[config.mk]
export PLATFORM = sky130hd
export DESIGN_NAME = tweo_ctrl
export DESIGN_NICKNAME = d
export VERILOG_FILES = /design/src/sv/tweo_pkg.sv /design/src/sv/tweo_ctrl.sv
export SDC_FILE = /design/constraint.sdc
export NUM_CORES = 1
export LEC_CHECK = 0
export ABC_AREA = 1
export BUFFER_PORTS_ARGS = -buffer_cell sky130_fd_sc_hd__buf_2
export CAP_MARGIN = 20
export CORE_MARGIN = 2
export CORE_UTILIZATION = 59
export DETAILED_ROUTE_END_ITERATION = 16
export GPL_TIMING_DRIVEN = 1
export PLACE_DENSITY = 0.91
export SLEW_MARGIN = 20
export SYNTH_ARGS = -nofsm -noshare
export SYNTH_HDL_FRONTEND = slang
export SYNTH_SLANG_ARGS = --single-unit
[constraint.sdc]
create_clock -name clock -period 2.6 [get_ports clock]
set_input_delay 0.39 -clock clock [delete_from_list [all_inputs] [get_ports clock]]
set_output_delay 0.39 -clock clock [all_outputs]
set_load 0.05 [all_outputs]
[src/sv/tweo_pkg.sv]
`timescale 1ns / 1ps
`default_nettype none
// ----------------------------------------------------------------------------
// Three-wheel odometry shared definitions
// Widths, scale constants, the CORDIC arctangent table and the control types
// shared by the controller and the datapath.
// ----------------------------------------------------------------------------
package tweo_pkg;

   // Internal arithmetic widths.
   localparam int COUNT_WIDTH = 32;
   localparam int POS_WIDTH   = 40;
   localparam int FRAC_BITS   = 16;

   // Fixed field widths of the channels and registers.
   localparam int IN_COUNT_W = 32;
   localparam int YAW_W      = 16;
   localparam int HEAD_W     = 32;
   localparam int TICK_W     = 16;
   localparam int TRACK_W    = 12;
   localparam int OFFS_W     = 12;
   localparam int CSR_W      = 16;
   localparam int CSR_IDX_W  = 2;

   // Register indexes of the configuration port.
   localparam logic [CSR_IDX_W-1:0] CSR_TICK  = 2'd0;
   localparam logic [CSR_IDX_W-1:0] CSR_TRACK = 2'd1;
   localparam logic [CSR_IDX_W-1:0] CSR_OFFS  = 2'd2;

   // Register reset values.
   localparam logic [TICK_W-1:0]  TICK_RESET  = 16'd5971;
   localparam logic [TRACK_W-1:0] TRACK_RESET = 12'd380;
   localparam logic [OFFS_W-1:0]  OFFS_RESET  = 12'd230;

   // Derived datapath widths.
   localparam int DIFF_W    = COUNT_WIDTH + 1;           // d2-d1 and d1+d2
   localparam int NUM_W     = DIFF_W + TICK_W + 1;       // tick*diff, dtheta
   localparam int PDO_W     = DIFF_W + OFFS_W + 1;       // diff*offset
   localparam int DS_W      = PDO_W + 1;                 // d3 + quotient
   localparam int DX_W      = DS_W + TICK_W + 1;         // tick*(d3+q)
   localparam int DIV_STEPS = (NUM_W + 1) / 2;           // two bits a cycle
   localparam int DIV_PAD   = 2 * DIV_STEPS;
   localparam int CNT_W     = $clog2(DIV_STEPS);

   // Angle conversion.
   localparam int ANG_W      = 32;
   localparam int YAW_SHIFT  = 16;
   localparam int ANG_PROD_W = ANG_W + FRAC_BITS;
   localparam int HALF_W     = ANG_PROD_W / 2;
   localparam int KRAD_W     = 30;
   localparam int KYAW_W     = 33;
   localparam logic [KRAD_W-1:0] K_RAD = 30'd683565276;
   localparam logic [KYAW_W-1:0] K_YAW = 33'd7818749353;
   localparam int PYAW_W = YAW_W + KYAW_W + 1;

   // CORDIC.
   localparam int CORDIC_STEPS = 16;
   localparam int IDX_W        = 4;
   localparam int CW           = 34;
   localparam int SC_W         = 18;
   localparam int PR_W         = POS_WIDTH + SC_W;
   localparam logic signed [CW-1:0] CORDIC_GAIN = 34'sd652032874;
   localparam logic signed [CW-1:0] QUARTER     = 34'sd1073741824;

   function automatic logic [ANG_W-1:0] atan_bam(input logic [IDX_W-1:0] idx);
      logic [ANG_W-1:0] v;
      case (idx)
         4'd0:    v = 32'd536870912;
         4'd1:    v = 32'd316933406;
         4'd2:    v = 32'd167458907;
         4'd3:    v = 32'd85004756;
         4'd4:    v = 32'd42667331;
         4'd5:    v = 32'd21354465;
         4'd6:    v = 32'd10679838;
         4'd7:    v = 32'd5340245;
         4'd8:    v = 32'd2670163;
         4'd9:    v = 32'd1335087;
         4'd10:   v = 32'd667544;
         4'd11:   v = 32'd333772;
         4'd12:   v = 32'd166886;
         4'd13:   v = 32'd83443;
         4'd14:   v = 32'd41722;
         default: v = 32'd20861;
      endcase
      return v;
   endfunction

   // Controller states.
   typedef enum logic [10:0] {
      S_IDLE    = 11'b000_0000_0001,
      S_MULT    = 11'b000_0000_0010,
      S_DIVINIT = 11'b000_0000_0100,
      S_DIVIDE  = 11'b000_0000_1000,
      S_SCALE   = 11'b000_0001_0000,
      S_CONV    = 11'b000_0010_0000,
      S_ANGLE   = 11'b000_0100_0000,
      S_CORDIC  = 11'b000_1000_0000,
      S_FINISH  = 11'b001_0000_0000,
      S_ROTATE  = 11'b010_0000_0000,
      S_UPDATE  = 11'b100_0000_0000
   } state_type;

   typedef struct packed {
      logic             idle;
      logic             capture;
      logic             mult;
      logic             div_init;
      logic             div_step;
      logic             scale;
      logic             conv;
      logic             angle;
      logic             cordic_step;
      logic [IDX_W-1:0] cordic_idx;
      logic             finish;
      logic             rotate;
      logic             update;
   } cmd_type;

   typedef struct packed {
      logic req_valid;
      logic out_free;
   } stat_type;

endpackage
`default_nettype wire

[src/sv/tweo_ctrl.sv]
`timescale 1ns / 1ps
`default_nettype none
// ----------------------------------------------------------------------------
// Odometry controller
// Sequences one beat through multiply, divide, CORDIC, rotate and update.
// ----------------------------------------------------------------------------
module tweo_ctrl
   import tweo_pkg::*;
(
   input  wire logic     clock,
   input  wire logic     reset,
   input  wire stat_type stat,
   output cmd_type       cmd
);

   state_type        state_ff, state_in;
   logic [CNT_W-1:0] cnt_ff, cnt_in;

   localparam logic [CNT_W-1:0] DIV_LAST    = CNT_W'(DIV_STEPS - 1);
   localparam logic [CNT_W-1:0] CORDIC_LAST = CNT_W'(CORDIC_STEPS - 1);

   // Next state and step counter.
   always_comb begin
      state_in = state_ff;
      cnt_in   = cnt_ff;
      case (state_ff)
         S_IDLE: begin
            if (stat.req_valid) begin
               state_in = S_MULT;
            end
         end
         S_MULT:    state_in = S_DIVINIT;
         S_DIVINIT: begin
            state_in = S_DIVIDE;
            cnt_in   = '0;
         end
         S_DIVIDE: begin
            if (cnt_ff == DIV_LAST) begin
               state_in = S_SCALE;
            end else begin
               cnt_in = cnt_ff + 1'b1;
            end
         end
         S_SCALE:   state_in = S_CONV;
         S_CONV:    state_in = S_ANGLE;
         S_ANGLE: begin
            state_in = S_CORDIC;
            cnt_in   = '0;
         end
         S_CORDIC: begin
            if (cnt_ff == CORDIC_LAST) begin
               state_in = S_FINISH;
            end else begin
               cnt_in = cnt_ff + 1'b1;
            end
         end
         S_FINISH:  state_in = S_ROTATE;
         S_ROTATE:  state_in = S_UPDATE;
         S_UPDATE: begin
            if (stat.out_free) begin
               state_in = S_IDLE;
            end
         end
         default:   state_in = S_IDLE;
      endcase
   end

   always_ff @(posedge clock) begin
      if (reset) begin
         state_ff <= S_IDLE;
         cnt_ff   <= '0;
      end else begin
         state_ff <= state_in;
         cnt_ff   <= cnt_in;
      end
   end

   // Commands to the datapath.
   always_comb begin
      cmd             = '0;
      cmd.idle        = (state_ff == S_IDLE);
      cmd.capture     = (state_ff == S_IDLE) && stat.req_valid;
      cmd.mult        = (state_ff == S_MULT);
      cmd.div_init    = (state_ff == S_DIVINIT);
      cmd.div_step    = (state_ff == S_DIVIDE);
      cmd.scale       = (state_ff == S_SCALE);
      cmd.conv        = (state_ff == S_CONV);
      cmd.angle       = (state_ff == S_ANGLE);
      cmd.cordic_step = (state_ff == S_CORDIC);
      cmd.cordic_idx  = cnt_ff[IDX_W-1:0];
      cmd.finish      = (state_ff == S_FINISH);
      cmd.rotate      = (state_ff == S_ROTATE);
      cmd.update      = (state_ff == S_UPDATE) && stat.out_free;
   end

   // A captured beat always moves on to the multiply step.
   a_capture_to_mult: assert property (@(posedge clock) disable iff (reset)
      cmd.capture |=> (state_ff == S_MULT))
      else $error("capture did not advance to multiply");

   // The divider runs exactly its step count.
   a_div_length: assert property (@(posedge clock) disable iff (reset)
      (state_ff == S_DIVIDE && cnt_ff == DIV_LAST) |=> (state_ff == S_SCALE))
      else $error("divider did not finish on its last step");

   // A result is only written when the output register can take it.
   a_update_free: assert property (@(posedge clock) disable iff (reset)
      cmd.update |-> stat.out_free)
      else $error("update issued while output register full");

endmodule
`default_nettype wire

==> results of run 1 <==
metrics by stage:
stage          area, um^2  utilization, %  hold slack [ns]  std cells
2_1_floorplan        1220               -            0.459        191
3_3_place_gp         1300            66.5            0.478        231
3_5_place_dp         1300            66.5            0.482        231
4_1_cts              1330            67.6            0.282        234
5_1_grt              1330            67.6            0.285        234
6_report             1330            67.6            0.290        234
power by group through the flow:
stage	Combinational, mW	Clock [mW]	Sequential (mW)
detailed placement	0.618	0	0.321
CTS	0.623	0.132	0.316
finish	0.621	0.129	0.317
global route	0.693	0.146	0.325
floorplan	0.528	0	0.315
global placement	0.612	0	0.321
worst paths after layout:
path                            startpoint                        to  slack, ns  cells after the start
hold / removal                       reset    cnt_ff[3]$_SDFFE_PP0P_       0.29                      2
setup reg to reg    cnt_ff[1]$_SDFFE_PP0P_  state_ff[7]$_SDFFE_PP0P_       0.96                     11
hold reg to reg     cnt_ff[3]$_SDFFE_PP0P_    cnt_ff[3]$_SDFFE_PP0P_       0.50                      2
setup / recovery  state_ff[0]$_SDFFE_PP1P_                   cmd[10]       0.60                      6
placed cells by master, fill, tap and decap left out:
| cell | count |
|---|---|
| inv_1 | 39 |
| nand2_1 | 35 |
| nor2_1 | 26 |
| nand3_1 | 23 |
| buf_2 | 19 |
| dfxtp_1 | 16 |
| nor2_2 | 5 |
| a21oi_1 | 5 |
| nand2_2 | 4 |
| inv_2 | 4 |
| nor2_4 | 4 |
| nand3_2 | 3 |
| nand4_1 | 3 |
| ha_1 | 3 |
| clkbuf_4 | 3 |
| nor3_1 | 2 |
| xor2_1 | 2 |
| o21ai_0 | 2 |
| nand3_4 | 1 |
| nand2_4 | 1 |
| nor2_8 | 1 |
| nor3_2 | 1 |
| nor4_1 | 1 |
| nand4_2 | 1 |
| or2_1 | 1 |
| nand3b_1 | 1 |
| o211ai_1 | 1 |
area by class of cell:
cell class                      instances  area, um^2  area share, %
Multi-Input combinational cell        126         693           52.3
Sequential cell                        16         320           24.2
Inverter                               43         161           12.2
Timing Repair Buffer                   19        95.1           7.17
Tap cell                               27        33.8           2.55
Clock buffer                            3        22.5           1.70
per-layer routing:
metal	share of wire [%]	vias to the layer above	track usage [%]
li1	-	616	-
met1	50	477	31.1
met2	46	21	36.0
met3	3.4	4	3.68
met4	0.96	0	5.56
met5	0	-	0
sequential cells by signal, summed over array words and instances, names as in the netlist:
signal    count
state_ff     11
cnt_ff        5
Yosys cell counts (3+ instances only):
master	instances
nand2_2	4
nor2_4	4
buf_4	5
nand3_2	3
nand4_1	3
nor2_2	5
inv_2	4
dfxtp_1	16
nand2_1	35
nor2_1	26
a21oi_1	5
ha_1	3
nand3_1	23
inv_1	39
logic make-up (layout without fill, tap and decap cells):
logic type	count (synthesis)	in the layout
flip-flops	16	16
XOR/XNOR	2	2
AND/OR/NAND/NOR	113	113
buffers and inverters	49	65
AO/OA/AOI/OAI	8	8
adder cells (fa/ha/maj)	3	3
==> impl_metrics.csv, run 1 <==
group,metric,value,unit
final_layout,drive_gt1_share,22.7,%
yosys,synth_cells,191,
placed_design,portBuffers,19,
sta,fmax,499,MHz
global_routing,overflow,0,
cts,htree_levels,1,
worst_setup_path,cp_slowest_stage_delay,0.36,ns
floorplanning,rows,16,
worst_setup_path,startpoint_type,"register",
final_layout,final_nets,216,
floorplanning,pin_count,20,
global_routing,grt_first_pass_wirelength,4.36,mm
yosys,synth_top_cell_area_share,26.3,%
yosys,yosys.area_share.adder,3.08,%
power,p_sw,0.552,mW
sta,worstMarginPinSlew,0.434,ns
power,pwr-share-comb,58.2,%
yosys,synth_edf_count,0,
cts,postCtsSetupRepairBufs,0,
power,p_total,1.07,mW
yosys,syn_nets,198,
global_routing,grt_max_degree,15,
yosys,synth_warnings,0,
yosys,synth_mux_area_share,0,%
worst_setup_path,path_cells,"nor2_2 > nand2_4 > nor2_8 > inv_2 > nor3_1 > buf_2",
floorplanning,die_w,49.4,um
sta,hold_viol,0,
route,wl_per_cell,10.2,um
sta,setup_viol,0,
route,wl,2.40,mm
job,maxCapViolCount,0,
final_layout,diodes,0,
cts,hold_buffers,0,
sta,finalCritPeriodShare,77.0,%
route,dr_total_vias,1118,
yosys,syn-cell-area,1220,um^2
sta,max_slew_margin,71.1,%
yosys,synth_area_per_cell,6.37,um^2
global_routing,grt.total_usage,22.4,%
route,drt_iter0_drc,43,
floorplanning,initial_core_util,62.1,%
worst_hold_path,hp-class,"in -> reg",
placed_design,place_ws,0.906,ns
final_layout,nFillCells,206,
worst_setup_path,cp_max_fo,5,
placed_design,gp_congestion,0.838,
power,p_per_area,805,nW/um^2
global_routing,grt_pass1_vias,1034,
yosys,synth_top_family_by_area,"simple AND/OR/NAND/NOR gates",
sta,period_minus_slack,2.00,ns
cts,numCtsBuffers,3,
yosys,synth-main-ff-cell,"dfxtp_1",
sta,slew_violations,0,
route,ant_nets,0,
sta,skew,0.00352,ns
yosys,synthTopCellsByArea,"dfxtp_1 26%, inv_1 12%, nand2_1 11%, nand3_1 9.5%, nor2_1 8.0%",
power,leakage,0.752,nW
route,dr.pass1.iters,4,
run_status,status,"finished, final reports clean",
sta,setup_slack,0.597,ns
yosys,synth_seq_cells,16,
worst_setup_path,critPathRequiredTime,2.21,ns
power,ir_drop,0.586,mV
cts,root_buffer,"clkbuf_4",
yosys,synthArstFlopShare,0,%
power,clockPowerShare,12.1,%
global_routing,antenna_found_initial,0,
floorplanning,die_h,49.4,um
worst_setup_path,crit_type,"reg -> out",
yosys,yosysTopAreaCell,"dfxtp_1",
floorplanning,core,1960,um^2
cts,clock_path_buffers,2,
power,seq_power_share,29.7,%
worst_setup_path,endpoint_kind,"primary output",
power,p_int,0.516,mW
route,drc,0,
sta,rsz0062_at_grt,"false",
worst_setup_path,path_delay_family,"simple AND/OR/NAND/NOR gates",
route,avgViaCountPerCell,4.78,
sta,setup_tns,0,ns
cts,cts_sinks,16,
yosys,synth_compound_area_share,3.49,%
power,p_sw_share,51.7,%
worst_setup_path,arrival,1.61,ns
cts,cts.clk_slew.worst_paths,0.09,ns
floorplanning,die_area,2440,um^2
worst_setup_path,crit_buf_inv,2,
yosys,synthSimpleGateAreaFrac,48.9,%
cts,insertion_delay,0.28,ns
yosys,ys_types,27,
worst_setup_path,slowest_stage,"dfxtp_1",
cts,cts_tree,"yes",
cts,cts_resized,0,
yosys,synth_xor_area_share,1.44,%
final_layout,area_delta_synth_final,8.94,%
placed_design,dpl.hpwl,1.91,mm
yosys,synth_seq_area_share,26.3,%
Power figures use the tool's default switching activity.
==> run 2: changes to the inputs <==
--- a/config.mk
+++ b/config.mk
@@ -5,14 +5,14 @@
 export SDC_FILE = /design/constraint.sdc
 export NUM_CORES = 1
 export LEC_CHECK = 0
-export ABC_AREA = 1
+export ABC_AREA = 0
 export BUFFER_PORTS_ARGS = -buffer_cell sky130_fd_sc_hd__buf_2
 export CAP_MARGIN = 20
 export CORE_MARGIN = 2
-export CORE_UTILIZATION = 59
+export CORE_UTILIZATION = 48
 export DETAILED_ROUTE_END_ITERATION = 16
 export GPL_TIMING_DRIVEN = 1
-export PLACE_DENSITY = 0.91
+export PLACE_DENSITY = 0.81
 export SLEW_MARGIN = 20
 export SYNTH_ARGS = -nofsm -noshare
 export SYNTH_HDL_FRONTEND = slang
==> constraint.sdc (replaced) <==
create_clock -name clock -period 1.7 [get_ports clock]
set_input_delay 0.255 -clock clock [delete_from_list [all_inputs] [get_ports clock]]
set_output_delay 0.255 -clock clock [all_outputs]
set_load 0.05 [all_outputs]
==> run 2 against run 1 <==
  * The run now ends with setup timing left
  * Cell area rose by 47%
  * Clock skew up 0.00073 ns
  * Count of clock-buffer cells in the layout rose by 1
  * Sequential power up 30%
  * Global-route usage grew 14 points
  * Sequential share of layout area shrank 7.2 points
  * Final cell count fell by 6.8%
  * Non-clock buffer count is 51 higher
  * Highest routed layer unchanged
==> impl_metrics.csv, run 2 <==
group,metric,value,unit
floorplanning,die_h,51.1,um
cts,numCtsBuffers,3,
route,ant_nets,0,
sta,slew_violations,0,
floorplanning,pin_count,20,
floorplanning,die_w,51.1,um
yosys,netlist_top_cells_count,"17 x nor2_1, 16 x dfxtp_1, 9 x inv_1, 6 x nand2_1",
cts,htree_levels,1,
yosys,synth-main-ff-cell,"dfxtp_1",
worst_setup_path,crit_type,"reg -> out",
yosys,synth_edf_count,0,
cts,cts_sinks,16,
final_layout,largest_reg_flops,11,
final_layout,fin_cells,218,
sta,fmax,483,MHz
placed_design,place_area,1480,um^2
final_layout,design_area,1950,um^2
route,drt_iter0_drc,56,
sta,setup_viol,26,
job,maxCapViolCount,0,
power,p_per_area,641,nW/um^2
route,wl_per_cell,20.8,um
final_layout,area_delta_synth_final,83.6,%
worst_hold_path,min_path_cells,2,
global_routing,grt.total_usage,36.1,%
sta,hold_viol,0,
placed_design,gp_congestion,0.850,
route,dr.pass1.iters,4,
sta,max_slew_margin,66.7,%
sta,finalCritPeriodShare,122,%
final_layout,diodes,0,
yosys,ys_types,45,
cts,root_buffer,"clkbuf_4",
placed_design,portBuffers,19,
sta,setup_tns,-5.77,ns
sta,whs,0.125,ns
final_layout,layout_common_cells,"43 x buf_4, 12 x buf_6, 9 x dfxtp_1, 8 x nor2_1, 8 x buf_2",
worst_setup_path,cp_max_fo,4,
worst_hold_path,hp-class,"in -> reg",
cts,cts.clk_slew.worst_paths,0.10,ns
floorplanning,core,2150,um^2
global_routing,overflow,0,
floorplanning,die_area,2610,um^2
final_layout,drive_gt1_share,70.0,%
route,drc,0,
cts,clock_path_buffers,2,
route,dr_total_vias,1303,
floorplanning,rows,17,
power,p_total,1.25,mW
global_routing,grt_max_degree,10,
yosys,yosysTopAreaCell,"dfxtp_1",
placed_design,placedCellCount,200,
power,leakage,0.816,nW
yosys,synthTopCellsByArea,"dfxtp_1 30%, nor2_1 6.0%, buf_4 3.5%, ha_1 3.5%, inv_1 3.2%",
yosys,synth_warnings,0,
power,ir_drop,0.569,mV
sta,rsz0062_at_grt,"true",
yosys,synth_cells,124,
yosys,synth_area_per_cell,8.58,um^2
cts,cts_tree,"yes",
worst_setup_path,endpoint_kind,"primary output",
yosys,synth_top_cell_area_share,30.1,%
cts,hold_buffers,0,
final_layout,final_common_cell,"buf_4",
cts,insertion_delay,0.31,ns
sta,skew,0.00425,ns
final_layout,final_nets,198,
worst_setup_path,critPathRequiredTime,1.44,ns
worst_setup_path,rr_worst_depth,9,
yosys,synth.most_common_cell,"nor2_1",
run_status,violations,"setup timing",
global_routing,antenna_found_initial,0,
yosys,syn_nets,131,
sta,setup_slack,-0.372,ns
route,avgViaCountPerCell,5.98,
worst_setup_path,startpoint_type,"register",
floorplanning,initial_core_util,49.5,%
final_layout,reg.largest.list,"state_ff: 11 flops, cnt_ff: 5 flops",
placed_design,dpl.hpwl,2.31,mm
final_layout,top_register,"state_ff",
yosys,synthArstFlopShare,0,%
sta,worstMarginPinSlew,0.494,ns
yosys,synth_seq_cells,16,
sta,period_minus_slack,2.07,ns
global_routing,grt_first_pass_wirelength,6.73,mm
global_routing,grt_pass1_vias,1293,
route,wl,4.53,mm
yosys,synth_seq_area_share,30.1,%
worst_setup_path,arrival,1.82,ns
run_status,status,"finished, violations left",
yosys,syn-cell-area,1060,um^2
-- run 2: layer usage --
| layer | global-route usage, % | vias up | part of all wire, % |
|---|---|---|---|
| met5 | 0 | - | 0 |
| met4 | 19.8 | 0 | 6.3 |
| met3 | 6.14 | 31 | 8.6 |
| met2 | 61.5 | 87 | 48 |
| met1 | 42.9 | 619 | 37 |
| li1 | - | 566 | - |
-- run 2: stage by stage --
step | util (%) | setup WS, ns
6_report | 90.9 | -0.372
5_1_grt | 90.9 | -0.391
4_1_cts | 87.0 | -0.214
3_5_place_dp | 68.7 | -0.237
3_3_place_gp | 68.7 | -0.135
2_1_floorplan | - | -0.167
-- run 2: final cells by class --
cell class                 count  area (um^2)
fill                          93          195
sequential                    16          332
tap                           28         35.0
inverter                       9         33.8
timing repair buffer          70          603
clock buffer                   4         36.3
multi-input combinational     91          913
-- run 2: power by group --
part	total [mW]	switching (mW)	internal [mW]
clock	0.273	0.142	0.131
sequential	0.412	0.0210	0.391
combinational	0.566	0.316	0.250
-- run 2: path summary, 6_finish.rpt --
kind,from,endpoint,slack [ns]
worst min register to register,cnt_ff[4]$_SDFFE_PP0P_,cnt_ff[4]$_SDFFE_PP0P_,0.60
worst min-delay path,reset,state_ff[3]$_SDFFE_PP0P_,0.13
worst max register to register,state_ff[4]$_SDFFE_PP0P_,cnt_ff[2]$_SDFFE_PP0P_,-0.27
worst max-delay path,state_ff[1]$_SDFFE_PP0P_,cmd[12],-0.37
-- run 2: logic make-up (layout without fill, tap and decap cells) --
family	count (synthesis)	in the layout	synth area share, %
and+or+nand+nor	65	65	38.0
muxes	2	2	1.88
buffers and inverters	17	83	10.1
xor gates and xnor gates	4	4	3.29
adders and majority gates	3	3	3.53
DFF	16	16	30.1
AOI/OAI and AO/OA	17	17	13.1
-- run 2: repair_timing --
item | in CTS | in global routing
pin swaps | 20 | 7
setup buffers | 12 | 2
endpoints found under the setup margin | 24 | 27
gates resized for setup | 70 | 17
-- run 2: worst max-delay path, cell delays in order (launching register included) --
cell and delay [ns]:
dfxtp_4 0.38, buf_4 0.14, buf_4 0.14, nor3_1 0.34, buf_4 0.21, nand3_4 0.08
inv_2 0.07, buf_8 0.14
